**config.mk**
```make
export PLATFORM = sky130hd
export DESIGN_NAME = timer_table_scheduler
export DESIGN_NICKNAME = d
export VERILOG_FILES = /design/src/design/tts_pkg.sv /design/src/design/timer_table_scheduler.sv /design/src/design/tts_eval.sv
export SDC_FILE = /design/constraint.sdc
export NUM_CORES = 2
export LEC_CHECK = 0
export BUFFER_PORTS_ARGS = -buffer_cell sky130_fd_sc_hd__buf_2
export CAP_MARGIN = 40
export CORE_MARGIN = 3
export CORE_UTILIZATION = 29
export CTS_CLUSTER_DIAMETER = 80
export CTS_CLUSTER_SIZE = 12
export DETAILED_ROUTE_END_ITERATION = 12
export SLEW_MARGIN = 30
export SYNTH_ARGS = -nofsm -noshare
export SYNTH_HDL_FRONTEND = slang
export SYNTH_SLANG_ARGS = --single-unit
```
**constraint.sdc**
```tcl
create_clock -name i_clk -period 23.6 [get_ports i_clk]
set_input_delay 4.72 -clock i_clk [delete_from_list [all_inputs] [get_ports i_clk]]
set_output_delay 4.72 -clock i_clk [all_outputs]
set_load 0.02 [all_outputs]
```
**src/design/tts_pkg.sv**
```systemverilog
`timescale 1ns / 1ps

package tts_pkg;

    // Operation codes carried in the request
    localparam logic [2:0] MODE_ADD_ONE    = 3'd0;
    localparam logic [2:0] MODE_ADD_REP    = 3'd1;
    localparam logic [2:0] MODE_CANCEL_ONE = 3'd2;
    localparam logic [2:0] MODE_CANCEL_REP = 3'd3;
    localparam logic [2:0] MODE_CLEAR_ONE  = 3'd4;
    localparam logic [2:0] MODE_CLEAR_REP  = 3'd5;
    localparam logic [2:0] MODE_CLEAR_ALL  = 3'd6;
    localparam logic [2:0] MODE_HANDLE     = 3'd7;

    // Status codes
    localparam logic [1:0] STATUS_OK      = 2'd0;
    localparam logic [1:0] STATUS_NOMATCH = 2'd1;
    localparam logic [1:0] STATUS_FULL    = 2'd2;

    localparam int TIME_W   = 48;
    localparam int PERIOD_W = 32;
    localparam int ACTION_W = 8;

    typedef struct packed {
        logic [2:0]          mode;
        logic [PERIOD_W-1:0] period;
        logic [ACTION_W-1:0] action_id;
        logic [TIME_W-1:0]   now;
    } t_req;

    typedef struct packed {
        logic [1:0]          status;
        logic                fired;
        logic [ACTION_W-1:0] fired_action;
        logic                next_valid;
        logic [TIME_W-1:0]   until_next;
    } t_rsp;

    typedef struct packed {
        logic [PERIOD_W-1:0] period;
        logic [TIME_W-1:0]   expiry;
        logic [ACTION_W-1:0] action;
        logic                rpt;
    } t_entry;

    // Verdict on one table entry during a scan
    typedef struct packed {
        logic              keep;   // entry stays in the table
        logic              fire;   // entry served by handle
        logic              early;  // handle, nothing fired yet, not expired: left is meaningful
        logic [TIME_W-1:0] left;
        t_entry            entry;  // entry as written back
    } t_eval;

    // now + period, saturated to the time width
    function automatic logic [TIME_W-1:0] sat_add(input logic [TIME_W-1:0] a,
                                                  input logic [PERIOD_W-1:0] b);
        logic [TIME_W:0] s;
        s = {1'b0, a} + {{(TIME_W-PERIOD_W+1){1'b0}}, b};
        return s[TIME_W] ? {TIME_W{1'b1}} : s[TIME_W-1:0];
    endfunction

endpackage

```
**src/design/timer_table_scheduler.sv**
```systemverilog
`timescale 1ns / 1ps
// Flow: add and clear-all go straight to the finish state once the request is taken;
//   cancel, clear and handle first scan the table, reading each live entry in turn;
//   the result then waits in the finish state while i_out_ready holds the output full.
// Throughput: one request at a time; the scan reads one entry a cycle through the
//   entry memory, with its separate read and write ports, and one shared decision unit.
// Reset (i_rst_n low, synchronous): table emptied (count zero), no result pending.

module timer_table_scheduler #(
    parameter int DEPTH = 16
) (
    input  logic           i_clk,
    input  logic           i_rst_n,
    input  logic           i_in_valid,
    output logic           o_in_ready,
    input  tts_pkg::t_req  i_in_req,
    output logic           o_out_valid,
    input  logic           i_out_ready,
    output tts_pkg::t_rsp  o_out_rsp
);

    localparam int CW = $clog2(DEPTH + 1);
    localparam int AW = (DEPTH > 1) ? $clog2(DEPTH) : 1;

    typedef enum logic [1:0] {
        ST_IDLE,
        ST_SCAN,
        ST_FINISH
    } t_state;

    t_state r_state, n_state;

    // live entry count; entries at and above it are never read
    logic [CW-1:0] r_count, n_count;

    // scan pointers: reads run ahead, kept entries are packed down at the write pointer,
    // so removal closes gaps in one pass with order preserved
    logic [CW-1:0] r_rd_ptr, n_rd_ptr;
    logic [CW-1:0] r_wr_ptr, n_wr_ptr;
    logic          r_rd_vld, n_rd_vld;

    tts_pkg::t_req r_req, n_req;

    // handle / remove bookkeeping across the scan
    logic                       r_fired, n_fired;
    logic [tts_pkg::ACTION_W-1:0] r_fact, n_fact;
    logic                       r_nv, n_nv;
    logic [tts_pkg::TIME_W-1:0] r_min, n_min;
    logic                       r_found, n_found;

    // finished result waiting for the output register, and the output register
    tts_pkg::t_rsp r_rsp, n_rsp;
    tts_pkg::t_rsp r_out, n_out;
    logic          r_out_valid, n_out_valid;

    // entry memory: one write and one registered read a cycle
    tts_pkg::t_entry r_mem [DEPTH];
    tts_pkg::t_entry r_rd_data;
    logic            mem_we;
    logic [AW-1:0]   mem_wa;
    tts_pkg::t_entry mem_wd;
    logic [AW-1:0]   mem_ra;

    tts_pkg::t_eval ev;
    logic           issue;

    tts_eval u_eval (
        .i_entry (r_rd_data),
        .i_req   (r_req),
        .i_fired (r_fired),
        .o_res   (ev)
    );

    assign o_in_ready  = (r_state == ST_IDLE);
    assign o_out_valid = r_out_valid;
    assign o_out_rsp   = r_out;

    always_ff @(posedge i_clk) begin
        if (mem_we) begin
            r_mem[mem_wa] <= mem_wd;
        end
        r_rd_data <= r_mem[mem_ra];
    end

    always_comb begin
        n_state     = r_state;
        n_count     = r_count;
        n_rd_ptr    = r_rd_ptr;
        n_wr_ptr    = r_wr_ptr;
        n_rd_vld    = 1'b0;
        n_req       = r_req;
        n_fired     = r_fired;
        n_fact      = r_fact;
        n_nv        = r_nv;
        n_min       = r_min;
        n_found     = r_found;
        n_rsp       = r_rsp;
        n_out       = r_out;
        n_out_valid = r_out_valid && !i_out_ready;

        mem_we = 1'b0;
        mem_wa = r_wr_ptr[AW-1:0];
        mem_wd = ev.entry;
        mem_ra = r_rd_ptr[AW-1:0];
        issue  = 1'b0;

        unique case (r_state)
            ST_IDLE: begin
                if (i_in_valid) begin
                    n_req = i_in_req;
                    n_rsp = '0;
                    unique case (i_in_req.mode) inside
                        tts_pkg::MODE_ADD_ONE, tts_pkg::MODE_ADD_REP: begin
                            if (r_count < CW'(DEPTH)) begin
                                mem_we        = 1'b1;
                                mem_wa        = r_count[AW-1:0];
                                mem_wd.period = i_in_req.period;
                                mem_wd.expiry = tts_pkg::sat_add(i_in_req.now,
                                                                 i_in_req.period);
                                mem_wd.action = i_in_req.action_id;
                                mem_wd.rpt    = (i_in_req.mode == tts_pkg::MODE_ADD_REP);
                                n_count       = r_count + CW'(1);
                            end else begin
                                n_rsp.status = tts_pkg::STATUS_FULL;
                            end
                            n_state = ST_FINISH;
                        end
                        tts_pkg::MODE_CLEAR_ALL: begin
                            n_count = '0;
                            n_state = ST_FINISH;
                        end
                        default: begin
                            n_rd_ptr = '0;
                            n_wr_ptr = '0;
                            n_fired  = 1'b0;
                            n_fact   = '0;
                            n_nv     = 1'b0;
                            n_min    = '0;
                            n_found  = 1'b0;
                            n_state  = ST_SCAN;
                        end
                    endcase
                end
            end

            ST_SCAN: begin
                // fetch the next entry
                issue    = (r_rd_ptr < r_count);
                n_rd_vld = issue;
                if (issue) begin
                    n_rd_ptr = r_rd_ptr + CW'(1);
                end
                // judge the entry fetched last cycle
                if (r_rd_vld) begin
                    if (ev.keep) begin
                        mem_we   = 1'b1;
                        n_wr_ptr = r_wr_ptr + CW'(1);
                    end else begin
                        n_found = 1'b1;
                    end
                    if (ev.fire) begin
                        n_fired = 1'b1;
                        n_fact  = ev.entry.action;
                    end
                    if (ev.early && (!r_nv || (ev.left < r_min))) begin
                        n_nv  = 1'b1;
                        n_min = ev.left;
                    end
                end
                if (!issue && !r_rd_vld) begin
                    n_count = r_wr_ptr;
                    n_rsp   = '0;
                    if (r_req.mode == tts_pkg::MODE_HANDLE) begin
                        n_rsp.fired        = r_fired;
                        n_rsp.fired_action = r_fact;
                        n_rsp.next_valid   = r_nv && !r_fired;
                        n_rsp.until_next   = (r_nv && !r_fired) ? r_min : '0;
                    end else if (!r_found) begin
                        n_rsp.status = tts_pkg::STATUS_NOMATCH;
                    end
                    n_state = ST_FINISH;
                end
            end

            ST_FINISH: begin
                if (!r_out_valid || i_out_ready) begin
                    n_out       = r_rsp;
                    n_out_valid = 1'b1;
                    n_state     = ST_IDLE;
                end
            end

            default: n_state = ST_IDLE;
        endcase
    end

    always_ff @(posedge i_clk) begin
        if (!i_rst_n) begin
            r_state     <= ST_IDLE;
            r_count     <= '0;
            r_rd_vld    <= 1'b0;
            r_out_valid <= 1'b0;
            r_rd_ptr    <= '0;
            r_wr_ptr    <= '0;
            r_fired     <= 1'b0;
            r_nv        <= 1'b0;
            r_found     <= 1'b0;
        end else begin
            r_state     <= n_state;
            r_count     <= n_count;
            r_rd_vld    <= n_rd_vld;
            r_out_valid <= n_out_valid;
            r_rd_ptr    <= n_rd_ptr;
            r_wr_ptr    <= n_wr_ptr;
            r_fired     <= n_fired;
            r_nv        <= n_nv;
            r_found     <= n_found;
        end
        r_req  <= n_req;
        r_fact <= n_fact;
        r_min  <= n_min;
        r_rsp  <= n_rsp;
        r_out  <= n_out;
    end

endmodule

```
**src/design/tts_eval.sv**
```systemverilog
`timescale 1ns / 1ps

// Per-entry decision unit, shared by every step of a scan.
module tts_eval (
    input  tts_pkg::t_entry i_entry,
    input  tts_pkg::t_req   i_req,
    input  logic            i_fired,
    output tts_pkg::t_eval  o_res
);

    logic [tts_pkg::TIME_W:0] diff;
    logic                     expired;
    logic                     kind_ok;
    logic                     key_ok;
    logic                     remove;

    always_comb begin
        diff    = {1'b0, i_entry.expiry} - {1'b0, i_req.now};
        expired = diff[tts_pkg::TIME_W] || (diff[tts_pkg::TIME_W-1:0] == '0);
        key_ok  = (i_entry.period == i_req.period) && (i_entry.action == i_req.action_id);

        case (i_req.mode) inside
            tts_pkg::MODE_CANCEL_ONE, tts_pkg::MODE_CLEAR_ONE: kind_ok = !i_entry.rpt;
            tts_pkg::MODE_CANCEL_REP, tts_pkg::MODE_CLEAR_REP: kind_ok = i_entry.rpt;
            default:                                           kind_ok = 1'b0;
        endcase

        // cancel matches the key too; clear only the kind
        remove = kind_ok && (key_ok || (i_req.mode == tts_pkg::MODE_CLEAR_ONE)
                                    || (i_req.mode == tts_pkg::MODE_CLEAR_REP));

        o_res       = '0;
        o_res.entry = i_entry;
        o_res.left  = diff[tts_pkg::TIME_W-1:0];

        if (i_req.mode == tts_pkg::MODE_HANDLE) begin
            if (!i_fired && expired) begin
                o_res.fire         = 1'b1;
                o_res.keep         = i_entry.rpt;
                o_res.entry.expiry = tts_pkg::sat_add(i_req.now, i_entry.period);
            end else begin
                o_res.keep  = 1'b1;
                o_res.early = !i_fired;
            end
        end else begin
            o_res.keep = !remove;
        end
    end

endmodule
```
## Yosys cells after proc, flatten, opt, wreduce, memory -nomap -nowiden

Memory sizes are Yosys's and may differ from the RTL's. A register that Yosys moved wholly into a read port is not among the register bits.
Index checks and enable logic that the tools add are counted.

| storage, ports and cells | value |
|---|---|
| memory bits (writable) | 1424 |
| memories kept | 1 |
| output and inout port bits | 62 |
| logic and storage cells | 173 |
| input bits | 95 |
| bits in registers | 289 |

Memory list:

| name | depth | width | rd ports | clocked after memory_dff | wr ports | line | RTL |
|---|---|---|---|---|---|---|---|
| r_mem | 16 | 89 | 1 | 1 | 1 | timer_table_scheduler.sv:57 | `tts_pkg::t_entry r_mem [DEPTH];` |

| operators by class | value |
|---|---|
| order comparisons | 3 |
| eq/ne operators | 23 |
| reduce and logical (&&, ||, !) cells | 39 |
| muxes and demuxes | 76 |
| $add $sub $neg | 6 |

Operators by type and width:

| kind | number |
|---|---|
| $mux 48 | 9 |
| $mux 89 | 4 |
| $mux 60 | 2 |
| $pmux 60 s2 | 1 |
| $add 48x32->49 | 2 |
| $pmux 48 s2 | 1 |
| $mux 58 | 1 |
| $sub 48x48->49 | 1 |
| $logic_not 48->1 | 1 |
| $lt 48x48->1 | 1 |
| $mux 5 | 8 |
| $pmux 5 s2 | 4 |
| $eq 32x32->1 | 1 |
| $mux 8 | 4 |
| $mux 1 | 25 |
| $reduce_and 5->1 | 5 |
| $ne 2x2->1 const B | 10 |
| $mux 4 | 4 |
| $pmux 8 s2 | 1 |
| $add 5x1->5 const B | 3 |
| $mux 2 | 7 |
| $eq 3x3->1 const B | 4 |
| $eq 8x8->1 | 1 |
| $logic_not 1->1 | 8 |
| 20 further kinds | 39 |

## Longest topological paths before layout

| logic depth | value |
|---|---|
| depth after elaboration | 12 |
| depth in mapped cells | 25 |
| mapped depth without buffers | 25 |

## Modules after synthesis

From an unflattened synthesis, not the netlist that was laid out.

| second synthesis, totals | value |
|---|---|
| cell total of the unflattened synthesis | 4452 |
| area total of the unflattened synthesis | 76817.4 µm² |

Modules (own cells, without submodules):

| module | sequential area each (µm²) | instances | cells an instance | area each (µm²) |
|---|---|---|---|---|
| timer_table_scheduler | 53000.8 | 1 | 3356 | 69450.4 |
| tts_eval | 0.0 | 1 | 1096 | 7367.1 |

## Worst setup path before layout

Ideal clock, no wire load.

| timing | value |
|---|---|
| path type | input to register |
| start point | input i_in_valid |
| end point | memory r_mem[12][0] (netlist name), enable pin |
| library setup time | 538 ps |
| slack | 11431 ps |
| data arrival time | 11632 ps |
| stages | 6 |
| data required time | 23062 ps |
| path buffers | 1 |
| path through | and2_1 > nand2_1 > clkbuf_1 > nor3_1 > a31oi_1 > nor2_1 |

| on the way | value |
|---|---|
| word-level cells in the longest chain between the ends | 4 |
| elaborated cells on any way between the ends | 6 |
| classes of those cells | mux (6) |

Ends and longest elaborated chain:

| item | line | RTL |
|---|---|---|
| start, declared | timer_table_scheduler.sv:14 | `input logic i_in_valid,` |
| $mux 1 | timer_table_scheduler.sv:109 | `if (i_in_valid) begin` |
| $pmux 1 s2 | timer_table_scheduler.sv:107 | `unique case (r_state)` |
| $mux 1 | timer_table_scheduler.sv:79 | `if (mem_we) begin` |
| $mux 1 (not written as such) | timer_table_scheduler.sv:80 | `r_mem[mem_wa] <= mem_wd;` |
| end, declared | timer_table_scheduler.sv:57 |  |

Several ways; a longest one is shown, not always the timed one.

==> tab_implementation.tex <==
\begin{tabular}{lr}
\hline
Metric & Value \\
\hline
\multicolumn{2}{l}{\textbf{Worst setup path}} \\
\quad Critical Path Sink Type & register \\
\quad Cell type of the slowest stage on the worst timing path & sky130\_fd\_sc\_hd\_\_a221oi\_1 \\
\quad Worst-path maximum fanout & 27 \\
\quad Required time at the worst-slack endpoint & 24.26 ns \\
\quad Kind of cell adding the most delay to the critical path & compound AO/OA/AOI/OAI gates \\
\quad Critical R2R Launch & r\_req[0] \\
\quad Slowest Stage Delay on Critical Path & 0.90 ns \\
\quad Crit-path most repeated cell & sky130\_fd\_sc\_hd\_\_buf\_4 \\
\quad Worst R2R End & r\_mem[13][10] \\
\quad Critical path type & in2reg \\
\quad Arrival time of the worst setup path & 10.19 ns \\
\quad Crit path cell chain & buf\_2 > ha\_1 > inv\_1 > fa\_1 > nor2b\_1 > o21a\_1 > o21ai\_0 > a21oi\_1 > a221oi\_2 > buf\_4 > o31a\_1 > o311ai\_0 > a31o\_2 > a41oi\_1 > buf\_4 > o21a\_4 > buf\_4 > a221oi\_1 > buf\_4 \\
\quad Number of buffer and inverter stages on the critical path & 6 \\
\quad Startpoint type of the worst setup path & input port \\
\quad R2R Setup Slk & 15.82 ns \\
\quad Worst reg-to-reg path cell count & 19 \\
\multicolumn{2}{l}{\textbf{Min path}} \\
\quad Startpoint of the lowest-slack hold path & r\_rsp[29] \\
\quad Hold/Removal Path Class & reg2reg \\
\quad Number of stages on the worst hold path & 0 \\
\quad End point of the worst hold path & o\_out\_rsp[29] \\
\multicolumn{2}{l}{\textbf{Logic synthesis}} \\
\quad Count of distinct cell types in the synthesized netlist & 84 \\
\quad Most used DFF post-synth & sky130\_fd\_sc\_hd\_\_edfxtp\_1 \\
\quad Number of synthesized flops with an enable pin & 1691 \\
\quad Post-synth ARST share & 0\% \\
\quad Warning count from the yosys run & 0 \\
\quad FF+latch count, synth & 1802 \\
\quad Area share of the largest cell type after synthesis & 66.5\% \\
\quad Mean instance size in the synthesized netlist & 17.3 sq um \\
\quad Leading area contributor after synthesis & sky130\_fd\_sc\_hd\_\_edfxtp\_1 \\
\quad Cells taking the most area after synthesis & sky130\_fd\_sc\_hd\_\_edfxtp\_1, sky130\_fd\_sc\_hd\_\_mux4\_2, sky130\_fd\_sc\_hd\_\_dfxtp\_1, sky130\_fd\_sc\_hd\_\_ha\_1, sky130\_fd\_sc\_hd\_\_nand2\_1 \\
\quad Sequential element share of the synthesized area & 69.5\% \\
\quad Post-synthesis net count & 4671 \\
\quad Cell Area, Synth & 76300 sq um \\
\quad Post-synthesis cell count & 4408 \\
\multicolumn{2}{l}{\textbf{Timing}} \\
\quad Number of max-slew violations in the final report & 0 \\
\quad Period Utilization, post-route & 40.4\% \\
\quad Number of hold violations in the final report & 0 \\
\quad Clock Skews & 0.0821 ns \\
\quad Total Neg Setup Slack & 0 ns \\
\quad Worst-case hold slack & 0.417 ns \\
\quad Actual transition at the worst max-transition pin & 1.02 ns \\
\quad Worst max-slew margin expressed relative to the limit & 31.7\% \\
\quad Setup violators final & 0 \\
\quad Final min period & 9.53 ns \\
\quad Setup repair after global routing missed its margin & false \\
\quad F\_max & 0.105 GHz \\
\multicolumn{2}{l}{\textbf{Drt}} \\
\quad Final routed wire length divided by cell count & 26.5 microns \\
\quad Via total after detailed routing & 43100 \\
\quad Count of antenna-violating nets left after detailed routing & 0 \\
\quad Length of the first detailed-routing pass in iterations & 6 \\
\quad First-iteration detailed-routing DRC count & 4191 \\
\quad Post-route DRC violation count & 0 \\
\quad Average via count per standard cell & 5.17 \\
\quad Routed wire length & 221000 microns \\
\multicolumn{2}{l}{\textbf{Finish}} \\
\quad Layout net count & 4949 \\
\quad Synthesis-to-layout area growth & 14.8\% \\
\quad Share of cells above drive strength 1 & 21.1\% \\
\quad Total area of multi-input combinational cells & 22200 sq um \\
\quad Register cell area after layout & 53000 sq um \\
\quad Filler cell count & 24800 \\
\quad Cell area after layout & 87600 sq um \\
\quad Count of non-filler cells in the finished layout & 8338 \\
\multicolumn{2}{l}{\textbf{Pwr}} \\
\quad Total power per unit cell area & 80.7 nW/um\^{}2 \\
\quad Leakage power total & 28.3 nW \\
\quad VDD IR-drop max & 0.0000527 V \\
\quad Total power & 7.07 mW \\
\multicolumn{2}{l}{\textbf{Global routing}} \\
\quad Overflow after GRT & 0 \\
\quad Number of global-route vias before repair & 42800 \\
\quad Number of antenna violations at the first check in global routing & 32 \\
\quad First-pass GRT wire length & 317000 microns \\
\quad GRT Resource Usage Total & 16.1\% \\
\quad Pin count of the biggest net entering global routing & 130 \\
\multicolumn{2}{l}{\textbf{CTS}} \\
\quad Number of buffers inserted by hold repair at cts & 0 \\
\quad Number of H-tree levels & 4 \\
\quad TritonCTS clock tree & built \\
\quad Clock latency on the worst-skew pair & 0.86 ns \\
\quad Clock-pin slew on the worst setup and hold paths & 0.06 ns \\
\quad Clock Tree Root & sky130\_fd\_sc\_hd\_\_clkbuf\_16 \\
\quad Clock buffers created by TritonCTS & 171 \\
\quad Count of buffers added by post-CTS timing repair for setup & 0 \\
\quad Clock tree buffer depth & 3 \\
\quad Num Clock Sinks & 1802 \\
\quad \# resized after CTS & 0 \\
\multicolumn{2}{l}{\textbf{Run}} \\
\quad MaxCap Viol Count & 0 \\
\multicolumn{2}{l}{\textbf{Placement}} \\
\quad Final weighted congestion in routability-driven placement & 0.937 \\
\quad Detail Placement HPWL & 140000 microns \\
\quad Port Buf Inserts & 156 \\
\quad DP Area & 82300 sq um \\
\quad Placed insts & 7996 \\
\multicolumn{2}{l}{\textbf{Floorplan}} \\
\quad Initial core utilization & 29.3\% \\
\quad Die area & 269000 sq um \\
\quad Core Footprint & 261000 sq um \\
\quad I/O pin count & 157 \\
\quad Number of placement rows & 187 \\
\quad Vertical die dimension & 519 microns \\
\quad Die X & 519 microns \\
\multicolumn{2}{l}{\textbf{Run status}} \\
\quad Run status & finished, final reports clean \\
\hline
\end{tabular}
-- cells in the final DEF, fill, tap and decap left out, types with 49 or more instances in the layout --
| master | count |
|---|---|
| sky130_fd_sc_hd__a21oi_1 | 135 |
| sky130_fd_sc_hd__buf_2 | 167 |
| sky130_fd_sc_hd__inv_1 | 160 |
| sky130_fd_sc_hd__nor4_1 | 67 |
| sky130_fd_sc_hd__ha_1 | 165 |
| sky130_fd_sc_hd__buf_4 | 96 |
| sky130_fd_sc_hd__nor3_1 | 85 |
| sky130_fd_sc_hd__nand2_1 | 234 |
| sky130_fd_sc_hd__clkbuf_1 | 118 |
| sky130_fd_sc_hd__xnor2_1 | 93 |
| sky130_fd_sc_hd__and2_1 | 49 |
| sky130_fd_sc_hd__o21ai_0 | 85 |
| sky130_fd_sc_hd__nor2_1 | 193 |
| sky130_fd_sc_hd__mux4_2 | 445 |
| sky130_fd_sc_hd__dfxtp_1 | 107 |
| sky130_fd_sc_hd__clkbuf_16 | 172 |
| sky130_fd_sc_hd__a21o_1 | 83 |
| sky130_fd_sc_hd__edfxtp_1 | 1691 |
-- layer usage --
| layer | vias to the layer above | global-route usage [%] | wire [microns] |
|---|---|---|---|
| li1 | 18300 | - | - |
| met1 | 22700 | 21.2 | 90400 |
| met2 | 1792 | 26.3 | 107000 |
| met3 | 366 | 2.80 | 14500 |
| met4 | 4 | 6.64 | 9650 |
| met5 | - | 0 | 24 |
-- final cells by class --
cell class	instances	area share [%]
Inverter	160	0.685
Sequential cell	1802	60.5
Clock buffer	291	5.43
Tap cell	3496	4.99
Timing Repair Buffer	302	2.67
Antenna cell	18	0.0514
Clock inverter	20	0.356
Multi-Input combinational cell	2249	25.3
-- power by group --
group,internal [mW],switching [mW]
sequential,3.64,0.0573
combinational,0.287,0.520
clock,1.38,1.19
-- worst register-to-register path: cells and delay by family, from the launching register on --
family	cells	cell delay [ns]
fa+ha+maj	2	0.71
buf+inv	5	1.87
flops	1	0.62
compound gates	7	2.51
simple gates	5	1.66
-- worst max-delay path by stage --
stage / start / end / slack, ns / cells past startpoint
detailed placement: i_in_req[56] / r_mem[6][10] / 13.44 / 19
finish: i_in_req[56] / r_mem[3][10] / 14.07 / 19
floorplan: i_in_valid / r_mem[12][0] / 11.43 / 6
global route: i_in_req[56] / r_mem[7][10] / 13.89 / 19
global placement: i_in_req[56] / r_mem[12][20] / 13.10 / 18
CTS: i_in_req[56] / r_mem[7][10] / 14.28 / 19
-- kinds of logic (layout without fill, tap and decap cells) --
group           count (synthesis)  count (layout)  share of synthesized area (%)
compound gates                594             594                           5.31
xor+xnor                      137             137                           1.57
fa+ha+maj                     168             168                           2.78
buf+inv                       357             773                           1.79
flops                        1802            1802                           69.5
mux                           460             460                           13.3
other cells                     0              18                              0
simple gates                  890             890                           5.75
-- cells in the mapped netlist (17+ instances only) --
cell and instances:
sky130_fd_sc_hd__nor2b_1 20, sky130_fd_sc_hd__inv_1 160, sky130_fd_sc_hd__ha_1 165, sky130_fd_sc_hd__nand2b_1 25
sky130_fd_sc_hd__a21oi_1 138, sky130_fd_sc_hd__and2_1 50, sky130_fd_sc_hd__nand3_1 48, sky130_fd_sc_hd__a21o_1 83
sky130_fd_sc_hd__dfxtp_1 111, sky130_fd_sc_hd__buf_2 18, sky130_fd_sc_hd__clkbuf_1 132, sky130_fd_sc_hd__xor2_1 44
sky130_fd_sc_hd__o21bai_1 19, sky130_fd_sc_hd__nand4_1 38, sky130_fd_sc_hd__a211oi_1 30, sky130_fd_sc_hd__nor3_1 85
sky130_fd_sc_hd__and3_1 37, sky130_fd_sc_hd__xnor2_1 93, sky130_fd_sc_hd__buf_1 47, sky130_fd_sc_hd__o211ai_1 17
sky130_fd_sc_hd__mux4_2 445, sky130_fd_sc_hd__or3_1 21, sky130_fd_sc_hd__nor4_1 67, sky130_fd_sc_hd__nor2_1 210
sky130_fd_sc_hd__edfxtp_1 1691, sky130_fd_sc_hd__nand2_1 236, sky130_fd_sc_hd__o21a_1 27, sky130_fd_sc_hd__o21ai_0 87
sky130_fd_sc_hd__a31oi_1 31, sky130_fd_sc_hd__a221oi_1 32
-- metrics by stage --
step / setup WS [ns] / utilization, %
2_1_floorplan: 11.43 / -
3_3_place_gp: 13.10 / 31.4
4_1_cts: 14.28 / 33.5
6_report: 14.07 / 33.6
3_5_place_dp: 13.44 / 31.6
5_1_grt: 13.89 / 33.6
-- flip-flops by register name, indices dropped and copies added, names as in the netlist, 2 cells and up --
register and flops:
o_out_rsp 60, r_count 5, r_fact 8, r_mem 1424, r_min 48, r_rd_data 89
r_rd_ptr 5, r_req 91, r_rsp 60, r_state 2, r_wr_ptr 5
No activity file was read; power rests on OpenSTA's default activity.
